--- config.mk ---
export PLATFORM = sky130hd
export DESIGN_NAME = flame_flicker_led_engine
export DESIGN_NICKNAME = d
export VERILOG_FILES = /design/src/sv/ffle_pkg.sv /design/src/sv/ffle_ram.sv /design/src/sv/ffle_mod.sv /design/src/sv/ffle_scale.sv /design/src/sv/ffle_pix_out.sv /design/src/sv/flame_flicker_led_engine.sv
export SDC_FILE = /design/constraint.sdc
export NUM_CORES = 2
export LEC_CHECK = 0
export BUFFER_PORTS_ARGS = -buffer_cell sky130_fd_sc_hd__buf_2
export CAP_MARGIN = 5
export CORE_UTILIZATION = 50
export DETAILED_ROUTE_END_ITERATION = 8
export HOLD_SLACK_MARGIN = 0.03
export PLACE_DENSITY = 0.65
export REMOVE_ABC_BUFFERS = 1
export SYNTH_ARGS = -nofsm -noshare
export SYNTH_HDL_FRONTEND = slang
export SYNTH_SLANG_ARGS = --single-unit
--- constraint.sdc ---
create_clock -name clk -period 11.4 [get_ports clk]
set_input_delay 0 -clock clk [delete_from_list [all_inputs] [get_ports clk]]
set_output_delay 0 -clock clk [all_outputs]
set_load 0.03 [all_outputs]
--- src/sv/ffle_pkg.sv ---
`default_nettype none

package ffle_pkg;

    // Field widths of the input and output words.
    localparam int FLAME_W     = 6;
    localparam int STEP_W      = 7;
    localparam int PEAK_DRAW_W = 9;
    localparam int COLOR_W     = 5;
    localparam int DRAW_W      = 16;
    localparam int PIX_W       = 8;
    localparam int CHAN_W      = 8;
    localparam int THR_W       = 10;

    // Brightness and colour arithmetic.
    localparam int LEVEL_W          = 10;
    localparam int HALF_RANGE       = 384;
    localparam int COLOR_COUNT      = 22;
    localparam int CHANNELS         = 3;
    localparam int PIXELS_PER_FLAME = 3;
    localparam int CH_RED           = 0;
    localparam int CH_GREEN         = 1;
    localparam int CH_BLUE          = 2;

    // Serial units: the product is table * level, the quotient is taken of
    // product / 256 by nine, which gives both channel / 3 and channel mod 3.
    localparam int PROD_W      = 20;
    localparam int SCALE_SHIFT = 8;
    localparam int QUO_W       = 9;
    localparam int REM_W       = 4;
    localparam int DIVISOR     = 9;
    localparam int MOD_STEPS   = DRAW_W;
    localparam int MUL_STEPS   = LEVEL_W;
    localparam int DIV_STEPS   = PROD_W - SCALE_SHIFT;

    localparam logic [REM_W-1:0]  R9_ONE     = 4'd3;
    localparam logic [REM_W-1:0]  R9_TWO     = 4'd6;
    localparam logic [CHAN_W-1:0] CHAN_MAX   = 8'hFF;
    localparam logic [STEP_W-1:0] STEP_MAX   = 7'd127;
    localparam logic [THR_W-1:0]  THR_RESET  = 10'd3;
    localparam logic [1:0]        SUB_LAST   = 2'(PIXELS_PER_FLAME - 1);

    // Colour table levels: full scale times 1, 0.5, 0.4, 0.3, 0.2 and 0.
    localparam logic [LEVEL_W-1:0] LV_FULL = 10'd768;
    localparam logic [LEVEL_W-1:0] LV_HALF = 10'd384;
    localparam logic [LEVEL_W-1:0] LV_40   = 10'd307;
    localparam logic [LEVEL_W-1:0] LV_30   = 10'd230;
    localparam logic [LEVEL_W-1:0] LV_20   = 10'd153;
    localparam logic [LEVEL_W-1:0] LV_ZERO = 10'd0;

    typedef enum logic [1:0] {
        PH_NEW  = 2'd0,
        PH_RISE = 2'd1,
        PH_FALL = 2'd2
    } phase_t;

    typedef enum logic [2:0] {
        SQ_IDLE,
        SQ_READ,
        SQ_MOD,
        SQ_SCALE,
        SQ_HAND
    } seq_state_t;

    typedef enum logic [1:0] {
        SC_IDLE,
        SC_MUL,
        SC_DIV,
        SC_DONE
    } scl_state_t;

    typedef struct packed {
        logic [FLAME_W-1:0]     flame_index;
        logic [STEP_W-1:0]      step_draw;
        logic [PEAK_DRAW_W-1:0] peak_draw;
        logic [COLOR_W-1:0]     color_draw;
        logic [DRAW_W-1:0]      flicker_draw;
    } in_item_t;

    typedef struct packed {
        logic [PIX_W-1:0]  pixel_index;
        logic [CHAN_W-1:0] red_level;
        logic [CHAN_W-1:0] green_level;
        logic [CHAN_W-1:0] blue_level;
        logic              last_pixel;
    } out_item_t;

    typedef struct packed {
        phase_t               phase;
        logic [LEVEL_W-1:0]   level;
        logic [STEP_W-1:0]    step;
        logic [LEVEL_W-1:0]   peak;
        logic [COLOR_W-1:0]   color;
    } flame_entry_t;

    typedef struct packed {
        logic [CHANNELS-1:0][QUO_W-1:0] quo;
        logic [CHANNELS-1:0][1:0]       rem;
    } scale_res_t;

    function automatic logic [STEP_W-1:0] make_step(input logic [STEP_W-1:0] draw);
        logic [STEP_W:0] s;
        s = (STEP_W + 1)'(draw) + (STEP_W + 1)'(1);
        return (s > (STEP_W + 1)'(STEP_MAX)) ? STEP_MAX : s[STEP_W-1:0];
    endfunction

    function automatic logic [LEVEL_W-1:0] make_peak(input logic [PEAK_DRAW_W-1:0] draw);
        return LEVEL_W'(HALF_RANGE) + LEVEL_W'(draw);
    endfunction

    function automatic logic [COLOR_W-1:0] color_sat(input logic [COLOR_W-1:0] draw);
        return (int'(draw) < COLOR_COUNT) ? draw : COLOR_W'(COLOR_COUNT - 1);
    endfunction

    function automatic logic [CHANNELS-1:0][LEVEL_W-1:0] color_scale(
        input logic [COLOR_W-1:0] idx
    );
        logic [CHANNELS-1:0][LEVEL_W-1:0] rgb;
        rgb[CH_RED]   = LV_FULL;
        rgb[CH_GREEN] = LV_ZERO;
        rgb[CH_BLUE]  = LV_ZERO;
        priority if (idx < 5'd8) begin
            rgb[CH_GREEN] = LV_ZERO;
        end
        else if (idx < 5'd12) begin
            rgb[CH_GREEN] = LV_40;
        end
        else if (idx < 5'd19) begin
            rgb[CH_GREEN] = LV_30;
        end
        else if (idx == 5'd19) begin
            rgb[CH_GREEN] = LV_30;
            rgb[CH_BLUE]  = LV_FULL;
        end
        else if (idx == 5'd20) begin
            rgb[CH_RED]   = LV_ZERO;
            rgb[CH_GREEN] = LV_20;
            rgb[CH_BLUE]  = LV_FULL;
        end
        else begin
            rgb[CH_GREEN] = LV_30;
            rgb[CH_BLUE]  = LV_HALF;
        end
        return rgb;
    endfunction

endpackage

`default_nettype wire

--- src/sv/ffle_ram.sv ---
`default_nettype none

module ffle_ram #(
    parameter int WIDTH  = 34,
    parameter int DEPTH  = 64,
    parameter int ADDR_W = (DEPTH > 1) ? $clog2(DEPTH) : 1
) (
    input  logic              clk,
    input  logic              wr_en,
    input  logic [ADDR_W-1:0] wr_addr,
    input  logic [WIDTH-1:0]  wr_data,
    input  logic              rd_en,
    input  logic [ADDR_W-1:0] rd_addr,
    output logic [WIDTH-1:0]  rd_data
);

    logic [WIDTH-1:0] mem_reg [DEPTH];
    logic [WIDTH-1:0] rd_data_reg;

    always_ff @(posedge clk)
    begin
        if (wr_en)
        begin
            mem_reg[wr_addr] <= wr_data;
        end
        if (rd_en)
        begin
            rd_data_reg <= mem_reg[rd_addr];
        end
    end

    assign rd_data = rd_data_reg;

endmodule

`default_nettype wire

--- src/sv/ffle_mod.sv ---
`default_nettype none

module ffle_mod (
    input  logic                          clk,
    input  logic                          rst_n,
    input  logic                          start,
    input  logic [ffle_pkg::DRAW_W-1:0]   dividend,
    input  logic [ffle_pkg::LEVEL_W-1:0]  divisor,
    output logic                          done,
    output logic [ffle_pkg::LEVEL_W-1:0]  remainder
);

    import ffle_pkg::*;

    localparam int CNT_W = $clog2(MOD_STEPS);

    logic               busy_reg, busy_next;
    logic               done_reg, done_next;
    logic [CNT_W-1:0]   cnt_reg, cnt_next;
    logic [DRAW_W-1:0]  num_reg, num_next;
    logic [LEVEL_W-1:0] div_reg, div_next;
    logic [LEVEL_W-1:0] rem_reg, rem_next;
    logic [LEVEL_W:0]   trial;
    logic [LEVEL_W:0]   diff;

    // Restoring reduction, one dividend bit per cycle, most significant first.
    always_comb
    begin
        trial     = {rem_reg, num_reg[DRAW_W-1]};
        diff      = trial - {1'b0, div_reg};
        busy_next = busy_reg;
        done_next = 1'b0;
        cnt_next  = cnt_reg;
        num_next  = num_reg;
        div_next  = div_reg;
        rem_next  = rem_reg;
        if (start)
        begin
            busy_next = 1'b1;
            cnt_next  = '0;
            num_next  = dividend;
            div_next  = divisor;
            rem_next  = '0;
        end
        else if (busy_reg)
        begin
            rem_next = (trial >= {1'b0, div_reg}) ? diff[LEVEL_W-1:0] : trial[LEVEL_W-1:0];
            num_next = {num_reg[DRAW_W-2:0], 1'b0};
            cnt_next = cnt_reg + CNT_W'(1);
            if (cnt_reg == CNT_W'(MOD_STEPS - 1))
            begin
                busy_next = 1'b0;
                done_next = 1'b1;
            end
        end
    end

    always_ff @(posedge clk or negedge rst_n)
    begin
        if (!rst_n)
        begin
            busy_reg <= 1'b0;
            done_reg <= 1'b0;
            cnt_reg  <= '0;
        end
        else
        begin
            busy_reg <= busy_next;
            done_reg <= done_next;
            cnt_reg  <= cnt_next;
        end
    end

    always_ff @(posedge clk)
    begin
        num_reg <= num_next;
        div_reg <= div_next;
        rem_reg <= rem_next;
    end

    assign done      = done_reg;
    assign remainder = rem_reg;

endmodule

`default_nettype wire

--- src/sv/ffle_scale.sv ---
`default_nettype none

module ffle_scale (
    input  logic                          clk,
    input  logic                          rst_n,
    input  logic                          start,
    input  logic [ffle_pkg::LEVEL_W-1:0]  level,
    input  logic [ffle_pkg::COLOR_W-1:0]  color,
    output logic                          done,
    output ffle_pkg::scale_res_t          res
);

    import ffle_pkg::*;

    localparam int CNT_W = $clog2(DIV_STEPS);

    scl_state_t                        state_reg, state_next;
    logic [CNT_W-1:0]                  cnt_reg, cnt_next;
    logic [LEVEL_W-1:0]                lvl_reg, lvl_next;
    logic [CHANNELS-1:0][LEVEL_W-1:0]  tbl_reg, tbl_next;
    logic [CHANNELS-1:0][PROD_W-1:0]   acc_reg, acc_next;
    logic [CHANNELS-1:0][QUO_W-1:0]    quo_reg, quo_next;
    logic [CHANNELS-1:0][REM_W-1:0]    r_reg, r_next;
    logic [CHANNELS-1:0][REM_W:0]      trial;

    always_comb
    begin
        state_next = state_reg;
        unique case (state_reg)
            SC_IDLE:
            begin
                if (start)
                begin
                    state_next = SC_MUL;
                end
            end
            SC_MUL:
            begin
                if (cnt_reg == CNT_W'(MUL_STEPS - 1))
                begin
                    state_next = SC_DIV;
                end
            end
            SC_DIV:
            begin
                if (cnt_reg == CNT_W'(DIV_STEPS - 1))
                begin
                    state_next = SC_DONE;
                end
            end
            SC_DONE:
            begin
                state_next = SC_IDLE;
            end
            default:
            begin
                state_next = SC_IDLE;
            end
        endcase
    end

    // The level is taken in most significant bit first, shift and add into
    // one accumulator per channel; then the top twelve product bits are
    // divided by nine, one bit a cycle.
    always_comb
    begin
        cnt_next = cnt_reg;
        lvl_next = lvl_reg;
        tbl_next = tbl_reg;
        acc_next = acc_reg;
        quo_next = quo_reg;
        r_next   = r_reg;
        for (int c = 0; c < CHANNELS; c++)
        begin
            trial[c] = {r_reg[c], acc_reg[c][PROD_W-1]};
        end
        unique case (state_reg)
            SC_IDLE:
            begin
                if (start)
                begin
                    cnt_next = '0;
                    lvl_next = level;
                    tbl_next = color_scale(color);
                    acc_next = '0;
                    quo_next = '0;
                    r_next   = '0;
                end
            end
            SC_MUL:
            begin
                for (int c = 0; c < CHANNELS; c++)
                begin
                    acc_next[c] = {acc_reg[c][PROD_W-2:0], 1'b0}
                                + (lvl_reg[LEVEL_W-1] ? PROD_W'(tbl_reg[c]) : PROD_W'(0));
                end
                lvl_next = {lvl_reg[LEVEL_W-2:0], 1'b0};
                cnt_next = (cnt_reg == CNT_W'(MUL_STEPS - 1)) ? '0 : cnt_reg + CNT_W'(1);
            end
            SC_DIV:
            begin
                for (int c = 0; c < CHANNELS; c++)
                begin
                    acc_next[c] = {acc_reg[c][PROD_W-2:0], 1'b0};
                    if (trial[c] >= (REM_W + 1)'(DIVISOR))
                    begin
                        r_next[c]   = REM_W'(trial[c] - (REM_W + 1)'(DIVISOR));
                        quo_next[c] = {quo_reg[c][QUO_W-2:0], 1'b1};
                    end
                    else
                    begin
                        r_next[c]   = trial[c][REM_W-1:0];
                        quo_next[c] = {quo_reg[c][QUO_W-2:0], 1'b0};
                    end
                end
                cnt_next = cnt_reg + CNT_W'(1);
            end
            SC_DONE:
            begin
            end
            default:
            begin
            end
        endcase
    end

    // Channel mod 3 is the remainder by nine divided by three.
    always_comb
    begin
        done    = (state_reg == SC_DONE);
        res.quo = quo_reg;
        for (int c = 0; c < CHANNELS; c++)
        begin
            priority if (r_reg[c] >= R9_TWO)
            begin
                res.rem[c] = 2'd2;
            end
            else if (r_reg[c] >= R9_ONE)
            begin
                res.rem[c] = 2'd1;
            end
            else
            begin
                res.rem[c] = 2'd0;
            end
        end
    end

    always_ff @(posedge clk or negedge rst_n)
    begin
        if (!rst_n)
        begin
            state_reg <= SC_IDLE;
            cnt_reg   <= '0;
        end
        else
        begin
            state_reg <= state_next;
            cnt_reg   <= cnt_next;
        end
    end

    always_ff @(posedge clk)
    begin
        lvl_reg <= lvl_next;
        tbl_reg <= tbl_next;
        acc_reg <= acc_next;
        quo_reg <= quo_next;
        r_reg   <= r_next;
    end

endmodule

`default_nettype wire

--- src/sv/ffle_pix_out.sv ---
`default_nettype none

module ffle_pix_out (
    input  logic                        clk,
    input  logic                        rst_n,
    input  logic                        load,
    input  ffle_pkg::scale_res_t        res,
    input  logic [ffle_pkg::PIX_W-1:0]  base,
    output logic                        free,
    output logic                        pixel_valid,
    input  logic                        pixel_stall,
    output ffle_pkg::out_item_t         pixel
);

    import ffle_pkg::*;

    logic                             valid_reg, valid_next;
    logic [1:0]                       sub_reg, sub_next;
    scale_res_t                       res_reg;
    logic [PIX_W-1:0]                 base_reg;
    logic                             take;
    logic                             is_last;
    logic [CHANNELS-1:0][QUO_W:0]     sum;
    logic [CHANNELS-1:0][CHAN_W-1:0]  chan;

    assign take    = valid_reg && !pixel_stall;
    assign is_last = (sub_reg == SUB_LAST);
    assign free    = !valid_reg || (take && is_last);

    always_comb
    begin
        valid_next = valid_reg;
        sub_next   = sub_reg;
        if (load)
        begin
            valid_next = 1'b1;
            sub_next   = '0;
        end
        else if (take)
        begin
            if (is_last)
            begin
                valid_next = 1'b0;
                sub_next   = '0;
            end
            else
            begin
                sub_next = sub_reg + 2'd1;
            end
        end
    end

    // The remainder of each channel is spread over the first sub-pixels.
    always_comb
    begin
        for (int c = 0; c < CHANNELS; c++)
        begin
            sum[c]  = (QUO_W + 1)'(res_reg.quo[c])
                    + (QUO_W + 1)'(sub_reg < res_reg.rem[c]);
            chan[c] = (sum[c] > (QUO_W + 1)'(CHAN_MAX)) ? CHAN_MAX : sum[c][CHAN_W-1:0];
        end
        pixel.pixel_index = base_reg + PIX_W'(sub_reg);
        pixel.red_level   = chan[CH_RED];
        pixel.green_level = chan[CH_GREEN];
        pixel.blue_level  = chan[CH_BLUE];
        pixel.last_pixel  = is_last;
    end

    assign pixel_valid = valid_reg;

    always_ff @(posedge clk or negedge rst_n)
    begin
        if (!rst_n)
        begin
            valid_reg <= 1'b0;
            sub_reg   <= '0;
        end
        else
        begin
            valid_reg <= valid_next;
            sub_reg   <= sub_next;
        end
    end

    always_ff @(posedge clk)
    begin
        if (load)
        begin
            res_reg  <= res;
            base_reg <= base;
        end
    end

endmodule

`default_nettype wire

--- src/sv/flame_flicker_led_engine.sv ---
// Flame flicker engine. Each word on the item channel is one update tick for
// one flame; each update that is visible gives three words on the pixel
// channel, the flame's three sub-pixels in order, last_pixel set on the third.
// Both channels move a word at a clock edge where valid is high and stall is
// low. cfg_wr_en writes cfg_wr_data into the flicker threshold at once.
// The engine works on one update at a time. Neither a new flame nor a
// rekindle gives a pixel; an index out of range is dropped in the cycle it is
// taken. A rising or a dying flame puts its pixels out after one memory read,
// a bit-serial multiply and a bit-serial divide by nine; its first pixel is
// offered in the same cycle as the engine can take the next word. A falling
// flame first runs the bit-serial modulo of the flicker draw. The next item
// is taken while the three pixels of the last update still wait.
// Reset clears the flame phases and levels through per-flame valid bits, so
// the block takes items from the first cycle after reset; the threshold
// resets to 3. When the receiver stalls, the pixel word is held and the
// engine waits before handing over the next update's pixels.
`default_nettype none

module flame_flicker_led_engine #(
    parameter int MAX_FLAMES = 64
) (
    input  logic                       clk,
    input  logic                       rst_n,
    input  logic                       item_valid,
    output logic                       item_stall,
    input  ffle_pkg::in_item_t         item,
    output logic                       pixel_valid,
    input  logic                       pixel_stall,
    output ffle_pkg::out_item_t        pixel,
    input  logic                       cfg_wr_en,
    input  logic [ffle_pkg::THR_W-1:0] cfg_wr_data
);

    import ffle_pkg::*;

    localparam int FLAME_SPAN = 1 << FLAME_W;
    localparam int DEPTH      = (MAX_FLAMES < FLAME_SPAN) ? MAX_FLAMES : FLAME_SPAN;
    localparam int ADDR_W     = (DEPTH > 1) ? $clog2(DEPTH) : 1;
    localparam int ENTRY_W    = $bits(flame_entry_t);

    seq_state_t          state_reg, state_next;
    in_item_t            item_reg;
    logic                hit_reg;
    logic [THR_W-1:0]    thr_reg;
    logic [DEPTH-1:0]    valid_reg;

    logic                accept;
    logic                in_range;
    logic [ADDR_W-1:0]   rd_addr;
    logic [ADDR_W-1:0]   wr_addr;
    logic                rd_en;
    logic [ENTRY_W-1:0]  rd_data;
    logic                wr_en;
    flame_entry_t        wr_entry;
    flame_entry_t        cur;

    logic [LEVEL_W:0]    rise_sum;
    logic                rise_over;
    logic                fall_live;
    logic [LEVEL_W-1:0]  fall_lvl;
    logic [STEP_W-1:0]   new_step;
    logic [LEVEL_W-1:0]  new_peak;
    logic                rekindle;

    logic                mod_start;
    logic                mod_done;
    logic [LEVEL_W-1:0]  mod_rem;
    logic                scl_start;
    logic [LEVEL_W-1:0]  scl_level;
    logic                scl_done;
    scale_res_t          scl_res;
    logic                out_load;
    logic                out_free;
    logic [PIX_W-1:0]    pix_base;

    assign accept   = item_valid && !item_stall;
    assign in_range = int'(item.flame_index) < MAX_FLAMES;
    assign rd_addr  = item.flame_index[ADDR_W-1:0];
    assign wr_addr  = item_reg.flame_index[ADDR_W-1:0];
    assign pix_base = PIX_W'({item_reg.flame_index, 1'b0}) + PIX_W'(item_reg.flame_index);

    // A flame that was never written since reset reads as new with level zero.
    always_comb
    begin
        cur = flame_entry_t'(rd_data);
        if (!hit_reg)
        begin
            cur.phase = PH_NEW;
            cur.level = '0;
        end
    end

    assign rise_sum  = {1'b0, cur.level} + (LEVEL_W + 1)'(cur.step);
    assign rise_over = rise_sum > {1'b0, cur.peak};
    assign fall_live = cur.level > LEVEL_W'(cur.step);
    assign fall_lvl  = cur.level - LEVEL_W'(cur.step);
    assign new_step  = make_step(item_reg.step_draw);
    assign new_peak  = make_peak(item_reg.peak_draw);
    assign rekindle  = mod_rem < thr_reg;

    always_comb
    begin
        state_next = state_reg;
        unique case (state_reg)
            SQ_IDLE:
            begin
                if (accept && in_range)
                begin
                    state_next = SQ_READ;
                end
            end
            SQ_READ:
            begin
                unique case (cur.phase)
                    PH_NEW:
                    begin
                        state_next = SQ_IDLE;
                    end
                    PH_RISE:
                    begin
                        state_next = SQ_SCALE;
                    end
                    PH_FALL:
                    begin
                        state_next = fall_live ? SQ_MOD : SQ_SCALE;
                    end
                    default:
                    begin
                        state_next = SQ_IDLE;
                    end
                endcase
            end
            SQ_MOD:
            begin
                if (mod_done)
                begin
                    state_next = rekindle ? SQ_IDLE : SQ_SCALE;
                end
            end
            SQ_SCALE:
            begin
                if (scl_done)
                begin
                    state_next = SQ_HAND;
                end
            end
            SQ_HAND:
            begin
                if (out_free)
                begin
                    state_next = SQ_IDLE;
                end
            end
            default:
            begin
                state_next = SQ_IDLE;
            end
        endcase
    end

    // The flame's new state is written back before its pixels are worked out,
    // so a following tick for the same flame always sees it.
    always_comb
    begin
        item_stall = (state_reg != SQ_IDLE);
        rd_en      = 1'b0;
        wr_en      = 1'b0;
        wr_entry   = cur;
        mod_start  = 1'b0;
        scl_start  = 1'b0;
        scl_level  = '0;
        out_load   = 1'b0;
        unique case (state_reg)
            SQ_IDLE:
            begin
                rd_en = accept && in_range;
            end
            SQ_READ:
            begin
                unique case (cur.phase)
                    PH_NEW:
                    begin
                        wr_en          = 1'b1;
                        wr_entry.phase = PH_RISE;
                        wr_entry.level = '0;
                        wr_entry.step  = new_step;
                        wr_entry.peak  = new_peak;
                        wr_entry.color = color_sat(item_reg.color_draw);
                    end
                    PH_RISE:
                    begin
                        wr_en     = 1'b1;
                        scl_start = 1'b1;
                        if (rise_over)
                        begin
                            wr_entry.phase = PH_FALL;
                            wr_entry.level = cur.peak;
                            wr_entry.step  = new_step;
                            scl_level      = cur.peak;
                        end
                        else
                        begin
                            wr_entry.level = rise_sum[LEVEL_W-1:0];
                            scl_level      = rise_sum[LEVEL_W-1:0];
                        end
                    end
                    PH_FALL:
                    begin
                        if (fall_live)
                        begin
                            mod_start = 1'b1;
                        end
                        else
                        begin
                            wr_en          = 1'b1;
                            wr_entry.phase = PH_NEW;
                            wr_entry.level = '0;
                            scl_start      = 1'b1;
                        end
                    end
                    default:
                    begin
                    end
                endcase
            end
            SQ_MOD:
            begin
                if (mod_done)
                begin
                    wr_en = 1'b1;
                    if (rekindle)
                    begin
                        wr_entry.phase = PH_RISE;
                        wr_entry.step  = new_step;
                        wr_entry.peak  = (new_peak > cur.level) ? new_peak : cur.level;
                    end
                    else
                    begin
                        wr_entry.level = fall_lvl;
                        scl_start      = 1'b1;
                        scl_level      = fall_lvl;
                    end
                end
            end
            SQ_SCALE:
            begin
            end
            SQ_HAND:
            begin
                out_load = out_free;
            end
            default:
            begin
            end
        endcase
    end

    always_ff @(posedge clk or negedge rst_n)
    begin
        if (!rst_n)
        begin
            state_reg <= SQ_IDLE;
            thr_reg   <= THR_RESET;
            valid_reg <= '0;
        end
        else
        begin
            state_reg <= state_next;
            if (cfg_wr_en)
            begin
                thr_reg <= cfg_wr_data;
            end
            if (wr_en)
            begin
                valid_reg[wr_addr] <= 1'b1;
            end
        end
    end

    always_ff @(posedge clk)
    begin
        if (accept)
        begin
            item_reg <= item;
            hit_reg  <= valid_reg[rd_addr];
        end
    end

    ffle_ram #(
        .WIDTH  (ENTRY_W),
        .DEPTH  (DEPTH),
        .ADDR_W (ADDR_W)
    ) u_state_ram (
        .clk     (clk),
        .wr_en   (wr_en),
        .wr_addr (wr_addr),
        .wr_data (ENTRY_W'(wr_entry)),
        .rd_en   (rd_en),
        .rd_addr (rd_addr),
        .rd_data (rd_data)
    );

    ffle_mod u_mod (
        .clk       (clk),
        .rst_n     (rst_n),
        .start     (mod_start),
        .dividend  (item_reg.flicker_draw),
        .divisor   (fall_lvl),
        .done      (mod_done),
        .remainder (mod_rem)
    );

    ffle_scale u_scale (
        .clk   (clk),
        .rst_n (rst_n),
        .start (scl_start),
        .level (scl_level),
        .color (cur.color),
        .done  (scl_done),
        .res   (scl_res)
    );

    ffle_pix_out u_pix_out (
        .clk         (clk),
        .rst_n       (rst_n),
        .load        (out_load),
        .res         (scl_res),
        .base        (pix_base),
        .free        (out_free),
        .pixel_valid (pixel_valid),
        .pixel_stall (pixel_stall),
        .pixel       (pixel)
    );

endmodule

`default_nettype wire

=== Word-level counts from Yosys, hierarchy flattened ===
Memory sizes are Yosys's and may differ from the RTL's. A register that Yosys moved wholly into a read port is not among the register bits.
Cells that the tools add are included.

* Bitwise logic cells: 1
* Mux-type cells: 100
* Add/sub/neg operators: 19
* Order comparisons: 28
* Reduce and logical (&&, ||, !) cells: 29
* Eq/ne operators: 22

{| class="wikitable"
|+ Operators with widths
! operator !! number
|-
| 60-bit one-hot mux with 3 select lines || 1
|-
| 10-bit two-way mux || 12
|-
| 64-bit OR || 1
|-
| 20-bit adder || 3
|-
| 60-bit two-way mux || 1
|-
| 29-bit one-hot mux with 2 select lines || 1
|-
| 27-bit one-hot mux with 2 select lines || 1
|-
| 20-bit two-way mux || 2
|-
| 10-bit one-hot mux with 2 select lines || 2
|-
| 12-bit two-way mux || 3
|-
| 12-bit one-hot mux with 3 select lines || 1
|-
| 16-bit two-way mux || 2
|-
| 9-bit by 1-bit adder with 10-bit output || 3
|-
| 10-bit by 8-bit > comparator with 1-bit output (second input constant) || 3
|-
| 1-bit two-way mux || 29
|-
| 29-bit two-way mux || 1
|-
| 4-bit two-way mux || 7
|-
| 27-bit two-way mux || 1
|-
| 8-bit two-way mux || 3
|-
| 12-bit one-hot mux with 2 select lines || 1
|-
| 2-bit two-way mux || 9
|-
| 9-bit two-way mux || 2
|-
| 17-bit two-way mux || 1
|-
| 5-bit by 4-bit >= comparator with 1-bit output (second input constant) || 3
|-
| 57 further kinds || 106
|}

* Memories: 1
* Bits in writable memories: 2176
* Register bits after elaboration: 352
* Logic and storage cells: 242

{| class="wikitable"
|+ Memories
! name !! depth !! width !! read ports !! clocked after memory_dff !! wr ports !! line !! RTL
|-
| u_state_ram.mem_reg || 64 || 34 || 1 || 1 || 1 || ffle_ram.sv:17 || <nowiki>logic [WIDTH-1:0] mem_reg [DEPTH];</nowiki>
|}

=== Longest topological paths before layout ===
* Depth after elaboration: 8
* Gate-level depth with buffers: 23

=== Hierarchy ===
A second synthesis with hierarchy kept.

* Cell total of the unflattened synthesis: 5524
* Area, all modules: 103168.9 um^2

{| class="wikitable"
|+ By module, submodules not included
! module !! instances !! area each (um^2) !! seq. area each (um^2) !! cells each
|-
| ffle_ram || 1 || 84588.6 || 66363.6 || 3818
|-
| flame_flicker_led_engine || 1 || 8099.0 || 3250.6 || 784
|-
| ffle_scale || 1 || 5929.4 || 3273.1 || 527
|-
| ffle_pix_out || 1 || 2357.3 || 1306.3 || 207
|-
| ffle_mod || 1 || 2194.6 || 1131.1 || 188
|}

=== Worst setup path before layout ===
OpenSTA, ideal clock, no wires.

* Path type: reg-to-reg
* Start point: reg hit_reg
* End point: mem u_state_ram.mem_reg[0][31], data pin
* Path buffers: 4
* Arrival time: 6847 ps
* Stages on the path, launching flop included: 23
* Period minus slack after synthesis: 7548 ps
* Library setup time: 702 ps
* Setup slack: 3852 ps
* Required time: 10698 ps
* Cells stage by stage: edfxtp_1 -> buf_2 -> clkbuf_1 -> clkbuf_1 -> nand2_1 -> inv_1 -> ha_1 -> ha_1 -> a31oi_1 -> or4_4 -> and2_4 -> o21ai_0 -> mux2_2 -> a21oi_1 -> ha_1 -> a21o_1 -> a21oi_1 -> nor2b_1 -> a221o_1 -> o21a_4 -> buf_6 -> mux2i_1 -> o21ai_0

* Longest elaborated chain between the ends: 6
* Elaborated cells between the ends (all ways): 14

{| class="wikitable"
|+ RTL lines
! item !! line !! RTL
|-
| start: declaration || flame_flicker_led_engine.sv:43 || <nowiki>logic hit_reg;</nowiki>
|-
| start signal: assignment || flame_flicker_led_engine.sv:285 || <nowiki>hit_reg <= valid_reg[rd_addr];</nowiki>
|-
| 12-bit two-way mux (*) || flame_flicker_led_engine.sv:86 || <nowiki>if (!hit_reg)</nowiki>
|-
| 10-bit by 7-bit adder with 11-bit output || flame_flicker_led_engine.sv:93 || <nowiki>assign rise_sum = {1'b0, cur.level} + (LEVEL_W + 1)'(cur.step);</nowiki>
|-
| 11-bit by 10-bit > comparator with 1-bit output || flame_flicker_led_engine.sv:94 || <nowiki>assign rise_over = rise_sum > {1'b0, cur.peak};</nowiki>
|-
| 10-bit two-way mux || flame_flicker_led_engine.sv:194 || <nowiki>if (rise_over)</nowiki>
|-
| 12-bit one-hot mux with 3 select lines || flame_flicker_led_engine.sv:180 || <nowiki>unique case (cur.phase)</nowiki>
|-
| 29-bit one-hot mux with 2 select lines (*) || flame_flicker_led_engine.sv:173 || <nowiki>unique case (state_reg)</nowiki>
|-
| named net u_state_ram.wr_data[31] || ffle_ram.sv:11 || <nowiki>input logic [WIDTH-1:0] wr_data,</nowiki>
|-
| end: declaration || ffle_ram.sv:17 ||
|}

The timed path passes the listed nets; every way through them passes the cells marked *.

=== Final worst setup path ===
* Start point: reg hit_reg
* End point: mem u_state_ram.mem_reg[48][18], data pin

* Longest elaborated chain between the ends: 6
* Elaborated cells between the ends (all ways): 8

{| class="wikitable"
|+ RTL lines
! item !! line
|-
| 12-bit two-way mux (*) || flame_flicker_led_engine.sv:86
|-
| 10-bit by 7-bit adder with 11-bit output || flame_flicker_led_engine.sv:93
|-
| 11-bit by 10-bit > comparator with 1-bit output || flame_flicker_led_engine.sv:94
|-
| 7-bit two-way mux || flame_flicker_led_engine.sv:194
|-
| 7-bit one-hot mux with 2 select lines (*) || flame_flicker_led_engine.sv:180
|-
| 29-bit one-hot mux with 2 select lines (*) || flame_flicker_led_engine.sv:173
|-
| named net u_state_ram.wr_data[18] || ffle_ram.sv:11
|}

Marks and branches as above.

==> flow_summary.json <==
{
  "slowest_stage": "a22o_2",
  "crit_path_end_kind": "flop",
  "drtAntennaViolNets": 0,
  "largest_register_ffs": 2176,
  "fmax_mhz": 164,
  "min_period_ns": 6.11,
  "grt_max_degree": 132,
  "switching_power_w": 0.00672,
  "cts_buffer_depth": 3,
  "vias": 50498,
  "p_total_w": 0.0245,
  "synth_top_area_cell": "edfxtp_1",
  "synthArstFlopShare_pct": 3.64,
  "route.detailed.drc": 0,
  "critPathMaxFanout": 64,
  "cts-root-buf": "clkbuf_16",
  "drtIter0Drc": 5709,
  "core-area_um2": 200000,
  "relSlewSlack_pct": 14.0,
  "worstPathArrival_ns": 6.63,
  "peakVddDrop_uv": 175,
  "hold_path.class": "in -> async",
  "final.setup.tns_ns": 0,
  "yosys-top-cells-area": "edfxtp_1, mux4_2, dfrtp_1, ha_1, nand2_1",
  "drt_pass1_iterations": 5,
  "p_int_w": 0.0177,
  "r2r_cells": 20,
  "die_h_um": 452,
  "overflow": 0,
  "final_cells": 8065,
  "slew_viol_final": 0,
  "critPathMaxStageDelay_ns": 0.97,
  "final_hold_viol_count": 0,
  "critPathKind": "reg -> reg",
  "synth_top_area_share_pct": 71.9,
  "synth_seq_cells": 2527,
  "avgSynthCellArea_um2": 20.9,
  "p_per_area_nw_per_um2": 212,
  "whs_ns": 0.171,
  "synth_cells": 4842,
  "syn_area_um2": 101000,
  "placed_cells": 7487,
  "first_global_vias": 50769,
  "multi_input_area_um2": 25400,
  "grt_pass1_wl_um": 356000,
  "postCtsHoldBufs": 123,
  "timing.rr.start": "hit_reg$_DFFE_PP_",
  "cts_resized": 0,
  "cts_tree": "done",
  "tightest_slew_ns": 1.29,
  "post_cts_buffers": 0,
  "seqCellArea_um2": 75300,
  "yosysSeqAreaShare_pct": 74.4,
  "routabilityCongestion": 0.879,
  "area_delta_synth_final_pct": 13.7,
  "worstSkewPairLatency_ns": 0.90,
  "routedWlPerCell_um": 30.5,
  "rows": 164,
  "cp-startpoint": "hit_reg$_DFFE_PP_",
  "pwr-share-clk_pct": 32.7,
  "combPwrFrac_pct": 16.9,
  "yosys_most_used_dff": "edfxtp_1",
  "rsz0062_at_grt": "no",
  "r2r-end": "u_state_ram.mem_reg[48][18]$_DFFE_PP_",
  "synth_edf_count": 2425,
  "port_buffers": 92,
  "hpwl_um": 135000,
  "finClkSkew_ns": 0.0402,
  "cp.required_ns": 11.92,
  "layout-drive-gt1-share_pct": 26.6,
  "initial_core_util_pct": 50.5,
  "mostFrequentLayoutCell": "edfxtp_1",
  "n_fill_cell": 14428,
  "status": "complete, no violations",
  "start_kind": "flop",
  "finalCritPeriodShare_pct": 53.6,
  "r2r_setup_slack_ns": 5.29,
  "fin_nets": 5361,
  "p_leak_nw": 37.4,
  "chipWidth_um": 452,
  "setup_viol": 0,
  "yosys_warnings": 0,
  "p_seq_share_pct": 50.4,
  "cts_buffers": 240,
  "htreeDepth": 4,
  "path_cells": "buf_4, nand2_1, inv_1, ha_1, ha_1, a31oi_1, or4_4, and2_4, o21ai_0, mux2_2, a21oi_1, ha_1, a21o_1, a21oi_1, nor2b_1, a221o_1, o21a_4, a21oi_1, nor2_1, a22o_2",
  "routed_wl_um": 246000,
  "swShare_pct": 27.5,
  "vias_per_cell": 6.26,
  "final_cell_mix": "edfxtp_1, mux4_2, clkbuf_16, nand2_1, buf_4",
  "clkSinkCount": 2527,
  "die_area_um2": 204000,
  "synth_cell_types": 78,
  "drv_cap": 0,
  "clk_pin_slew_ns": 0.06,
  "io_pins": 93,
  "grtUsageTotal_pct": 24.3,
  "antenna_found_initial": 15
}
[layout make-up]
class | count | area share, %
flip-flops and latches | 2527 | 65.4
multi-input cells | 1985 | 22.0
clock buffers | 292 | 5.42
well taps | 2656 | 2.89
repair buffers | 353 | 2.48
clock inverters | 157 | 1.45
inverters | 89 | 0.290
diodes | 6 | 0.0130
[synthesized netlist by cell type, types with 8 or more instances]
cell type / n
buf_1: 20
buf_2: 58
a21oi_1: 72
o211ai_1: 9
xnor2_1: 45
a22oi_1: 11
o221ai_1: 12
mux4_2: 729
mux2i_1: 22
nor3b_1: 8
dfxtp_1: 10
nand4_1: 19
a31oi_1: 16
mux2_2: 19
nand3_1: 57
a22o_1: 18
nor3_1: 18
o21a_1: 8
nand2_1: 206
o21bai_1: 73
nor2_1: 144
clkbuf_1: 159
xor2_1: 28
ha_1: 102
dfrtp_1: 90
and2_1: 56
a221o_1: 11
o21ai_0: 101
nor2b_1: 30
a21o_1: 19
nand2b_1: 28
edfxtp_1: 2425
and3_1: 27
or3_1: 11
inv_1: 88
[per-layer routing]
| layer | part of all wire [%] | vias to the layer above | GRT usage, % |
|---|---|---|---|
| li1 | - | 20833 | - |
| met1 | 42 | 27332 | 35.1 |
| met2 | 49 | 1984 | 39.0 |
| met3 | 7.5 | 347 | 4.06 |
| met4 | 2.1 | 2 | 5.98 |
| met5 | 0.0081 | - | 0 |
[worst max-delay path by stage]
stage	slack, ns	depth (start not counted)	endpoint
5_1_grt	5.01	20	u_state_ram.mem_reg[48][18]$_DFFE_PP_
3_3_place_gp	5.38	20	u_state_ram.mem_reg[62][18]$_DFFE_PP_
6_report	5.29	20	u_state_ram.mem_reg[48][18]$_DFFE_PP_
2_1_floorplan	4.15	18	u_state_ram.mem_reg[0][31]$_DFFE_PP_
4_1_cts	5.34	20	u_state_ram.mem_reg[14][18]$_DFFE_PP_
3_5_place_dp	5.36	20	u_state_ram.mem_reg[42][18]$_DFFE_PP_
[logic make-up (layout without fill, tap and decap cells)]
group	after synthesis	after routing	synth area share, %
AO/OA/AOI/OAI	410	410	2.73
XOR/XNOR	74	74	0.647
adder cells (fa/ha/maj)	108	108	1.37
buffers and inverters	330	891	1.32
flip-flops	2527	2527	74.4
multiplexers	770	770	16.6
other	0	6	0
AND/OR/NAND/NOR	623	623	2.93
[worst max-delay path, delay by kind of cell, from the launching register on]
| family | cells | cell delay, ns |
|---|---|---|
| AOI/OAI and AO/OA | 9 | 2.38 |
| adders and majority gates | 3 | 0.70 |
| buffers and inverters | 2 | 0.46 |
| DFF | 1 | 0.32 |
| muxes | 1 | 0.38 |
| and+or+nand+nor | 5 | 1.39 |
[power groups by stage]
stage	combinational [W]	sequential (W)	clock [W]
2_1_floorplan	0.00239	0.0125	0
3_3_place_gp	0.00398	0.0125	0
3_5_place_dp	0.00411	0.0125	0
4_1_cts	0.00415	0.0123	0.00813
5_1_grt	0.00449	0.0124	0.00846
6_report	0.00414	0.0123	0.00800
[through the flow]
stage	utilization [%]	setup slack [ns]	area [um^2]
finish	57.4	5.29	115000
floorplan	-	4.15	100000
CTS	57.4	5.34	115000
detailed placement	52.9	5.36	106000
global placement	52.9	5.38	106000
global route	57.4	5.01	115000
(Power assumes the default switching activity.)
